File: src/hdl/half_step_stepper_sequencer_unit_macros.svh
// assertion macros for the half-step stepper sequencer
// used by the top level only, no other dependencies
`ifndef HALF_STEP_STEPPER_SEQUENCER_UNIT_MACROS_SVH
`define HALF_STEP_STEPPER_SEQUENCER_UNIT_MACROS_SVH

`ifndef NO_ASSERTIONS

// check a property while out of reset
`define HSS_ASSERT(lbl, clk, rstn, prop, msg) \
    lbl: assert property (@(posedge clk) disable iff (!rstn) prop) else $error(msg);

// check a property at every edge, reset included
`define HSS_ASSERT_ALWAYS(lbl, clk, prop, msg) \
    lbl: assert property (@(posedge clk) prop) else $error(msg);

`else

`define HSS_ASSERT(lbl, clk, rstn, prop, msg)
`define HSS_ASSERT_ALWAYS(lbl, clk, prop, msg)

`endif

`endif

File: src/hdl/hss_pkg.sv
// shared types, codes and the coil pattern table for the stepper sequencer
// no dependencies
`timescale 1ns / 1ps
`default_nettype none

package hss_pkg;

    localparam int STEPS_W = 18;

    localparam logic signed [STEPS_W-1:0] STEPS_MAX = 18'sh1FFFF;
    localparam logic signed [STEPS_W-1:0] STEPS_MIN = 18'sh20000;

    // request kinds carried in tuser
    typedef enum logic [1:0] {
        REQ_TICK = 2'd0,
        REQ_REL  = 2'd1,
        REQ_ABS  = 2'd2
    } req_kind_t;

    // configuration register indexes
    localparam logic CFG_STEPS_PER_REV = 1'b0;
    localparam logic CFG_STEP_DELAY    = 1'b1;

    // fixed-width part of the motor state
    typedef struct packed {
        logic [2:0]                phase;
        logic signed [STEPS_W-1:0] steps_left;
        logic [3:0]                coil_levels;
    } core_state_t;

    // one result beat
    typedef struct packed {
        logic                      stepped;
        logic                      move_done;
        logic signed [STEPS_W-1:0] remaining_steps;
        logic [15:0]               position_now;
        logic [3:0]                coil_drive;
    } result_t;

    // half-step phase to coil levels, first coil in bit 3
    function automatic logic [3:0] coil_pattern(input logic [2:0] phase);
        logic [3:0] levels;
        case (phase)
            3'd0:    levels = 4'b1001;
            3'd1:    levels = 4'b0001;
            3'd2:    levels = 4'b0011;
            3'd3:    levels = 4'b0010;
            3'd4:    levels = 4'b0110;
            3'd5:    levels = 4'b0100;
            3'd6:    levels = 4'b1100;
            default: levels = 4'b1000;
        endcase
        return levels;
    endfunction

endpackage

`default_nettype wire

File: src/hdl/hss_step_core.sv
// next-state and result logic for one request of the stepper sequencer
// depends on hss_pkg
`timescale 1ns / 1ps
`default_nettype none

module hss_step_core
    import hss_pkg::*;
#(
    parameter int POS_WIDTH   = 16,
    parameter int TIMER_WIDTH = 20
) (
    input  core_state_t                  state_i,
    input  logic [POS_WIDTH-1:0]         position_i,
    input  logic [TIMER_WIDTH-1:0]       elapsed_i,
    input  logic [15:0]                  steps_per_rev_i,
    input  logic [19:0]                  step_delay_i,
    input  logic [1:0]                   req_type_i,
    input  logic signed [15:0]           move_steps_i,
    input  logic [15:0]                  target_position_i,
    output core_state_t                  state_next,
    output logic [POS_WIDTH-1:0]         position_next,
    output logic [TIMER_WIDTH-1:0]       elapsed_next,
    output result_t                      result_o
);

    localparam int PW_MAX = (POS_WIDTH > 16) ? POS_WIDTH : 16;
    localparam int MW     = PW_MAX + 1;
    localparam int AW     = PW_MAX + 3;
    localparam int CW     = (TIMER_WIDTH > 20) ? TIMER_WIDTH : 20;

    localparam logic signed [AW-1:0] CLAMP_HI =
        {{(AW-STEPS_W){STEPS_MAX[STEPS_W-1]}}, STEPS_MAX};
    localparam logic signed [AW-1:0] CLAMP_LO =
        {{(AW-STEPS_W){STEPS_MIN[STEPS_W-1]}}, STEPS_MIN};

    // wrap modulus: revolution size, or the full position range when zero or out of reach
    logic [MW-1:0] pos_lim;
    logic [MW-1:0] spr_ext;
    logic [MW-1:0] modulus;
    logic [MW-1:0] modulus_m1;
    logic [MW-1:0] pos_ext;
    logic [MW-1:0] pos_inc;
    logic [POS_WIDTH-1:0] cw_pos;
    logic [POS_WIDTH-1:0] ccw_pos;

    assign pos_lim    = MW'(1) << POS_WIDTH;
    assign spr_ext    = MW'(steps_per_rev_i);
    assign modulus    = (steps_per_rev_i == 16'd0 || spr_ext > pos_lim) ? pos_lim : spr_ext;
    assign modulus_m1 = modulus - MW'(1);
    assign pos_ext    = MW'(position_i);
    assign pos_inc    = pos_ext + MW'(1);

    // position one step either way
    assign cw_pos  = (pos_inc >= modulus) ? '0 : pos_inc[POS_WIDTH-1:0];
    assign ccw_pos = (position_i == '0 || pos_ext >= modulus) ?
                     modulus_m1[POS_WIDTH-1:0] : position_i - POS_WIDTH'(1);

    // step outcome
    logic                      step_cw;
    logic [2:0]                step_phase;
    logic signed [STEPS_W-1:0] step_steps;
    logic [POS_WIDTH-1:0]      step_pos;
    logic [3:0]                step_coil;

    assign step_cw    = (state_i.steps_left > 0);
    assign step_phase = step_cw ? state_i.phase - 3'd1 : state_i.phase + 3'd1;
    assign step_steps = step_cw ? state_i.steps_left - STEPS_W'(1)
                                : state_i.steps_left + STEPS_W'(1);
    assign step_pos   = step_cw ? cw_pos : ccw_pos;
    assign step_coil  = (step_steps == '0) ? 4'b0000 : coil_pattern(step_phase);

    // saturating elapsed counter and clamped delay
    logic [TIMER_WIDTH-1:0] elapsed_inc;
    logic [CW-1:0]          elapsed_ext;
    logic [CW-1:0]          delay_ext;
    logic [CW-1:0]          tmax_ext;
    logic [CW-1:0]          delay_clamped;
    logic                   step_due;

    assign elapsed_inc   = (&elapsed_i) ? elapsed_i : elapsed_i + TIMER_WIDTH'(1);
    assign elapsed_ext   = CW'(elapsed_inc);
    assign delay_ext     = CW'(step_delay_i);
    assign tmax_ext      = CW'({TIMER_WIDTH{1'b1}});
    assign delay_clamped = (delay_ext > tmax_ext) ? tmax_ext : delay_ext;
    assign step_due      = (state_i.steps_left != '0) && (elapsed_ext >= delay_clamped);

    // shortest wrapped route to an absolute target, then saturate
    logic signed [AW-1:0]      diff;
    logic signed [AW-1:0]      rev_s;
    logic signed [AW-1:0]      half_s;
    logic signed [AW-1:0]      route;
    logic signed [STEPS_W-1:0] abs_steps;

    assign diff   = AW'($signed({1'b0, target_position_i})) - AW'($signed({1'b0, position_i}));
    assign rev_s  = AW'($signed({1'b0, steps_per_rev_i}));
    assign half_s = AW'($signed({2'b00, steps_per_rev_i[15:1]}));
    assign route  = (diff > half_s)  ? diff - rev_s :
                    (diff < -half_s) ? diff + rev_s : diff;
    assign abs_steps = (route > CLAMP_HI) ? STEPS_MAX :
                       (route < CLAMP_LO) ? STEPS_MIN : route[STEPS_W-1:0];

    // request decode
    logic stepped;

    always_comb begin
        state_next    = state_i;
        position_next = position_i;
        elapsed_next  = elapsed_i;
        stepped       = 1'b0;
        case (req_kind_t'(req_type_i))
            REQ_TICK: begin
                elapsed_next = elapsed_inc;
                if (step_due) begin
                    state_next.phase       = step_phase;
                    state_next.steps_left  = step_steps;
                    state_next.coil_levels = step_coil;
                    position_next          = step_pos;
                    elapsed_next           = '0;
                    stepped                = 1'b1;
                end
            end
            REQ_REL: begin
                state_next.coil_levels = coil_pattern(state_i.phase);
                state_next.steps_left  = STEPS_W'(move_steps_i);
            end
            REQ_ABS: begin
                state_next.coil_levels = coil_pattern(state_i.phase);
                state_next.steps_left  = abs_steps;
            end
            default: ;
        endcase
    end

    // result beat
    always_comb begin
        result_o.coil_drive      = state_next.coil_levels;
        result_o.position_now    = 16'(position_next);
        result_o.remaining_steps = state_next.steps_left;
        result_o.move_done       = (state_next.steps_left == '0);
        result_o.stepped         = stepped;
    end

endmodule

`default_nettype wire

File: src/hdl/half_step_stepper_sequencer_unit.sv
// top level of the half-step stepper sequencer: stream ports, config and state registers
// depends on hss_pkg, hss_step_core and half_step_stepper_sequencer_unit_macros.svh
`timescale 1ns / 1ps
`default_nettype none

`include "half_step_stepper_sequencer_unit_macros.svh"

// Half-step driver for a four-coil unipolar stepper. Each input beat is a
// one-microsecond tick, a relative move or a move to an absolute position; each
// produces exactly one result beat with the coil levels, position, steps still to
// go and status flags. One beat is accepted per clock when the result side keeps
// up; a result beat is presented on m_tdata once its request beat has passed the
// input register and then the state update that writes the result register. The
// motor state is updated in the same cycle as the result register, so a following
// beat sees it at once.
// Configuration registers are written through cfg_wr_en / cfg_addr / cfg_wdata
// and should only change while no beat is in flight.

module half_step_stepper_sequencer_unit
    import hss_pkg::*;
#(
    parameter int POS_WIDTH   = 16,
    parameter int TIMER_WIDTH = 20
) (
    input  logic        aclk,
    input  logic        aresetn,
    // configuration write port
    input  logic        cfg_wr_en,
    input  logic        cfg_addr,
    input  logic [19:0] cfg_wdata,
    // request channel
    input  logic        s_tvalid,
    output logic        s_tready,
    input  logic [31:0] s_tdata,   // move_steps[15:0], target_position[31:16]
    input  logic [1:0]  s_tuser,   // req_type[1:0]
    // result channel
    output logic        m_tvalid,
    input  logic        m_tready,
    output logic [39:0] m_tdata    // coil_drive[3:0], position_now[19:4],
                                   // remaining_steps[37:20], move_done[38], stepped[39]
);

    // configuration registers
    logic [15:0] steps_per_rev_reg;
    logic [19:0] step_delay_reg;

    always_ff @(posedge aclk) begin
        if (!aresetn) begin
            steps_per_rev_reg <= 16'd4096;
            step_delay_reg    <= 20'd1000;
        end else if (cfg_wr_en) begin
            case (cfg_addr)
                CFG_STEPS_PER_REV: steps_per_rev_reg <= cfg_wdata[15:0];
                CFG_STEP_DELAY:    step_delay_reg    <= cfg_wdata;
                default: ;
            endcase
        end
    end

    // pipeline control
    logic in_valid_reg;
    logic out_valid_reg;
    logic advance;
    logic in_load;
    logic out_load;

    assign advance  = !out_valid_reg || m_tready;
    assign s_tready = !in_valid_reg || advance;
    assign in_load  = s_tvalid && s_tready;
    assign out_load = in_valid_reg && advance;

    always_ff @(posedge aclk) begin
        if (!aresetn) begin
            in_valid_reg  <= 1'b0;
            out_valid_reg <= 1'b0;
        end else begin
            if (s_tready) begin
                in_valid_reg <= s_tvalid;
            end
            if (advance) begin
                out_valid_reg <= in_valid_reg;
            end
        end
    end

    // input register
    logic [1:0]         req_type_reg;
    logic signed [15:0] move_steps_reg;
    logic [15:0]        target_reg;

    always_ff @(posedge aclk) begin
        if (in_load) begin
            req_type_reg   <= s_tuser;
            move_steps_reg <= s_tdata[15:0];
            target_reg     <= s_tdata[31:16];
        end
    end

    // motor state
    core_state_t            state_reg;
    core_state_t            state_next;
    logic [POS_WIDTH-1:0]   position_reg;
    logic [POS_WIDTH-1:0]   position_next;
    logic [TIMER_WIDTH-1:0] elapsed_reg;
    logic [TIMER_WIDTH-1:0] elapsed_next;
    result_t                result_next;
    result_t                result_reg;

    hss_step_core #(
        .POS_WIDTH   (POS_WIDTH),
        .TIMER_WIDTH (TIMER_WIDTH)
    ) u_core (
        .state_i           (state_reg),
        .position_i        (position_reg),
        .elapsed_i         (elapsed_reg),
        .steps_per_rev_i   (steps_per_rev_reg),
        .step_delay_i      (step_delay_reg),
        .req_type_i        (req_type_reg),
        .move_steps_i      (move_steps_reg),
        .target_position_i (target_reg),
        .state_next        (state_next),
        .position_next     (position_next),
        .elapsed_next      (elapsed_next),
        .result_o          (result_next)
    );

    always_ff @(posedge aclk) begin
        if (!aresetn) begin
            state_reg    <= '0;
            position_reg <= '0;
            elapsed_reg  <= '1;
        end else if (out_load) begin
            state_reg    <= state_next;
            position_reg <= position_next;
            elapsed_reg  <= elapsed_next;
        end
    end

    // result register
    always_ff @(posedge aclk) begin
        if (out_load) begin
            result_reg <= result_next;
        end
    end

    assign m_tvalid = out_valid_reg;
    assign m_tdata  = result_reg;

    // checks
    `HSS_ASSERT(a_step_clears_timer, aclk, aresetn, out_load && result_next.stepped |=> elapsed_reg == '0, "step did not clear the elapsed counter")
    `HSS_ASSERT(a_phase_only_on_step, aclk, aresetn, out_load && !result_next.stepped |=> $stable(state_reg.phase), "phase moved without a step")
    `HSS_ASSERT(a_finish_coils_off, aclk, aresetn, m_tvalid && m_tdata[39] && m_tdata[38] |-> m_tdata[3:0] == 4'b0000, "coils left on after the last step")
    `HSS_ASSERT_ALWAYS(a_reset_empties, aclk, !aresetn |=> !m_tvalid && !in_valid_reg, "pipeline not empty after reset")

endmodule

`default_nettype wire

File: config.mk
export PLATFORM = sky130hd
export DESIGN_NAME = half_step_stepper_sequencer_unit
export DESIGN_NICKNAME = d
export VERILOG_FILES = /design/src/hdl/hss_pkg.sv /design/src/hdl/hss_step_core.sv /design/src/hdl/half_step_stepper_sequencer_unit.sv
export VERILOG_INCLUDE_DIRS = /design/src /design/src/hdl
export SDC_FILE = /design/constraint.sdc
export NUM_CORES = 1
export LEC_CHECK = 0
export BUFFER_PORTS_ARGS = -buffer_cell sky130_fd_sc_hd__buf_2
export CORE_MARGIN = 3
export CORE_UTILIZATION = 53
export DETAILED_ROUTE_END_ITERATION = 7
export PLACE_DENSITY_LB_ADDON = 0.2
export SETUP_SLACK_MARGIN = 0.5
export SYNTH_ARGS = -nofsm -noshare
export SYNTH_HDL_FRONTEND = slang
export SYNTH_SLANG_ARGS = --single-unit
File: constraint.sdc
create_clock -name aclk -period 5.6 [get_ports aclk]
set_input_delay 0.84 -clock aclk [delete_from_list [all_inputs] [get_ports aclk]]
set_output_delay 0.84 -clock aclk [all_outputs]
set_load 0.05 [all_outputs]
==> run metrics <==
Design Power=5800 µW; max reg flops=40; CP cell instances=ha_4 -> nor2b_4 -> o31a_1 -> o211ai_1 -> mux2i_1 -> a2111oi_2 -> buf_4 -> inv_1 -> ha_4 -> nand2b_1 -> and3_1 -> o211ai_1 -> nor3b_1 -> buf_4 -> a31o_2 -> or3_4 -> o211ai_4 -> buf_4 -> buf_4 -> a21oi_1 -> nor4_2 -> nand4b_1 -> or4b_4 -> nor4_4; Syn Area/Cell=8.17 µm²; Cells after DPL=2288; asr flop ratio synth=0%; Initial Utilization=54.2%; clk sinks=173; PD cells=333 nW/µm²; GRT overflow=0; GPL Wtd Cong=1.04; ANT nets after route=0; Min Hold Slack=0.456 ns; reported max-cap violation count=0; met2 WL=22.4 mm; Syn Std Cell Area=14700 µm²; CTS tree=done; first-pass GRT wire length=75.5 mm; final core utilization=64.5%; drt drc=0; fin cells=2342; Worst slew margin=19.7%; die height=172 µm; DIE WIDTH=172 µm; total die area=29700 µm²; Reg area=4210 µm²; final WL=49.2 mm; Post-synth top flop=dfxtp_1; most frequent cell after synthesis=nand2_1; Synthesized Nets=2019; fin crit period=5.39 ns; crit path kind=reg2reg; status=finished clean; area of the multi-input gates=10100 µm²; Setup TNS Final=0 ns; Crit path required time=5.88 ns; register area share after synthesis=28.7%; core area=27000 µm²; CP Launch Type=register; Iteration-0 DRC Markers=1505; top post-synthesis cells by area=edfxtp_1, ha_1, dfxtp_1; htree depth=4; IO Count=102; uppermost layer routed=met4; crit path to=m_tdata[38]; cell count after synthesis=1794; Crit. End Element=register; M1 wire length=21.2 mm; row count=60; Most common cell on crit path=buf_4; Routed WL per cell=21.0 µm; DPL Wire Length=38.5 mm; Worst R2R Start=target_reg[1]; DR vias/cell=6.19; RSZ-0062 raised after global routing=true; VDD IR max=0.239 mV; Finish-stage setup viols=0; vias=14494; # port buffers=101; worst r2r path cells=24; Final Skew=0.0158 ns; crit-path max FO=5; fmax=185 MHz; Worst Setup SP=target_reg[1]; P_leak=0.00727 µW; synth warn=0; Layout fillers=2398; Fin. Hold Viols=0; Commonest cells post-synth=nand2_1, nor2_1, ha_1; clock buffer depth=2; worst-path cell with the longest stage delay=or4b_4; Synth Register Bits=173; worst flop-to-flop path endpoint=m_tdata[38]; 1st-pass router iterations=5; Final nets=2213; post-synth top area share=15.2%; initial antenna violation count=0; Clock transition at path regs=0.07 ns; Reg2Reg Setup Slack=0.21 ns; Cell variety after synth=91; vias in the first global route=13719; Root Buffer=clkbuf_16; CP max stage delay=0.58 ns; largest area contributor in the netlist=edfxtp_1; largest net degree at the start of global routing=58; fin crit share=96.3%; ANT cells=0; clock buffer count from CTS=17; Critical Path AT=5.67 ns; Slew @ Worst Pin=1.20 ns; met3 wire len=4.00 mm; Post-synth EDFFs=74; Max Transition Viols Final=0; Hold Path Class=reg2reg; area grow syn2layout=19.0%; fraction of layout instances using a drive strength above 1=21.0%; clk_lat worst skew=0.45 ns; GRT Total Usage=32.7%; hold buffers post-CTS=0
[timing repair]
item | CTS | global route
setup endpoints to repair | 18 | 72
gates cloned | 0 | 1
gates resized for setup | 44 | 42
buffers inserted | 16 | 5
pin swaps | 25 | 17
[worst min-delay path by stage]
stage,from,endpoint,slack (ns),depth (start not counted)
2_1_floorplan,step_delay_reg[0],step_delay_reg[0],0.44,2
3_3_place_gp,step_delay_reg[14],step_delay_reg[14],0.45,2
3_5_place_dp,step_delay_reg[15],step_delay_reg[15],0.45,2
4_1_cts,step_delay_reg[15],step_delay_reg[15],0.46,2
5_1_grt,step_delay_reg[13],step_delay_reg[13],0.48,2
6_report,step_delay_reg[18],step_delay_reg[18],0.46,2
[layout make-up]
cell class	count	area share [%]
Clock inverter	14	0.746
Timing Repair Buffer	259	9.88
Multi-Input combinational cell	1416	57.7
Tap cell	341	2.45
Inverter	121	2.63
Clock buffer	18	2.46
Sequential cell	173	24.2
[cell families (layout without fill, tap and decap cells)]
| group | after synthesis | after routing | synth area share [%] |
|---|---|---|---|
| buffers and inverters | 206 | 412 | 5.71 |
| AOI/OAI and AO/OA | 516 | 516 | 23.9 |
| muxes | 15 | 15 | 1.07 |
| adders and majority gates | 165 | 165 | 14.3 |
| and+or+nand+nor | 613 | 614 | 20.0 |
| DFF | 173 | 173 | 28.7 |
| xor gates and xnor gates | 106 | 106 | 6.34 |
[where the power goes]
part	switching (µW)	total (µW)	internal, µW
Sequential	64.9	1480	1420
Clock	588	1170	586
Combinational	1870	3140	1280
[critical path: cells and delay by family, from the launching register on]
kind,cells,cell delay (ns)
buffers and inverters,5,0.72
adders and majority gates,2,0.57
and+or+nand+nor,9,2.01
AOI/OAI and AO/OA,7,1.37
muxes,1,0.12
DFF,1,0.44
[cells in the final DEF (no fill, tap or decap), types with 72 or more instances in the layout]
cell,Yosys,layout
inv_1,118,112
edfxtp_1,74,74
buf_2,6,101
o21ai_0,78,72
xnor2_1,91,88
dfxtp_1,99,92
buf_4,2,153
ha_1,161,148
nand2_1,199,196
a21oi_1,160,156
nor2_1,165,160
[stage by stage]
stage	setup WS, ns	instance area (µm²)
final	0.209	17400
after global routing	-0.0224	17400
after CTS	0.289	17200
after detailed placement	0.0532	16300
after global placement	0.121	16300
after floorplan	0.505	14800
[layer usage]
metal | vias to the layer above | track usage, %
met5 | - | 0
met4 | 0 | 11.8
met3 | 98 | 6.36
met2 | 615 | 52.4
met1 | 6852 | 44.0
li1 | 6929 | -
Note: power is estimated with default switching activity, not from simulation.
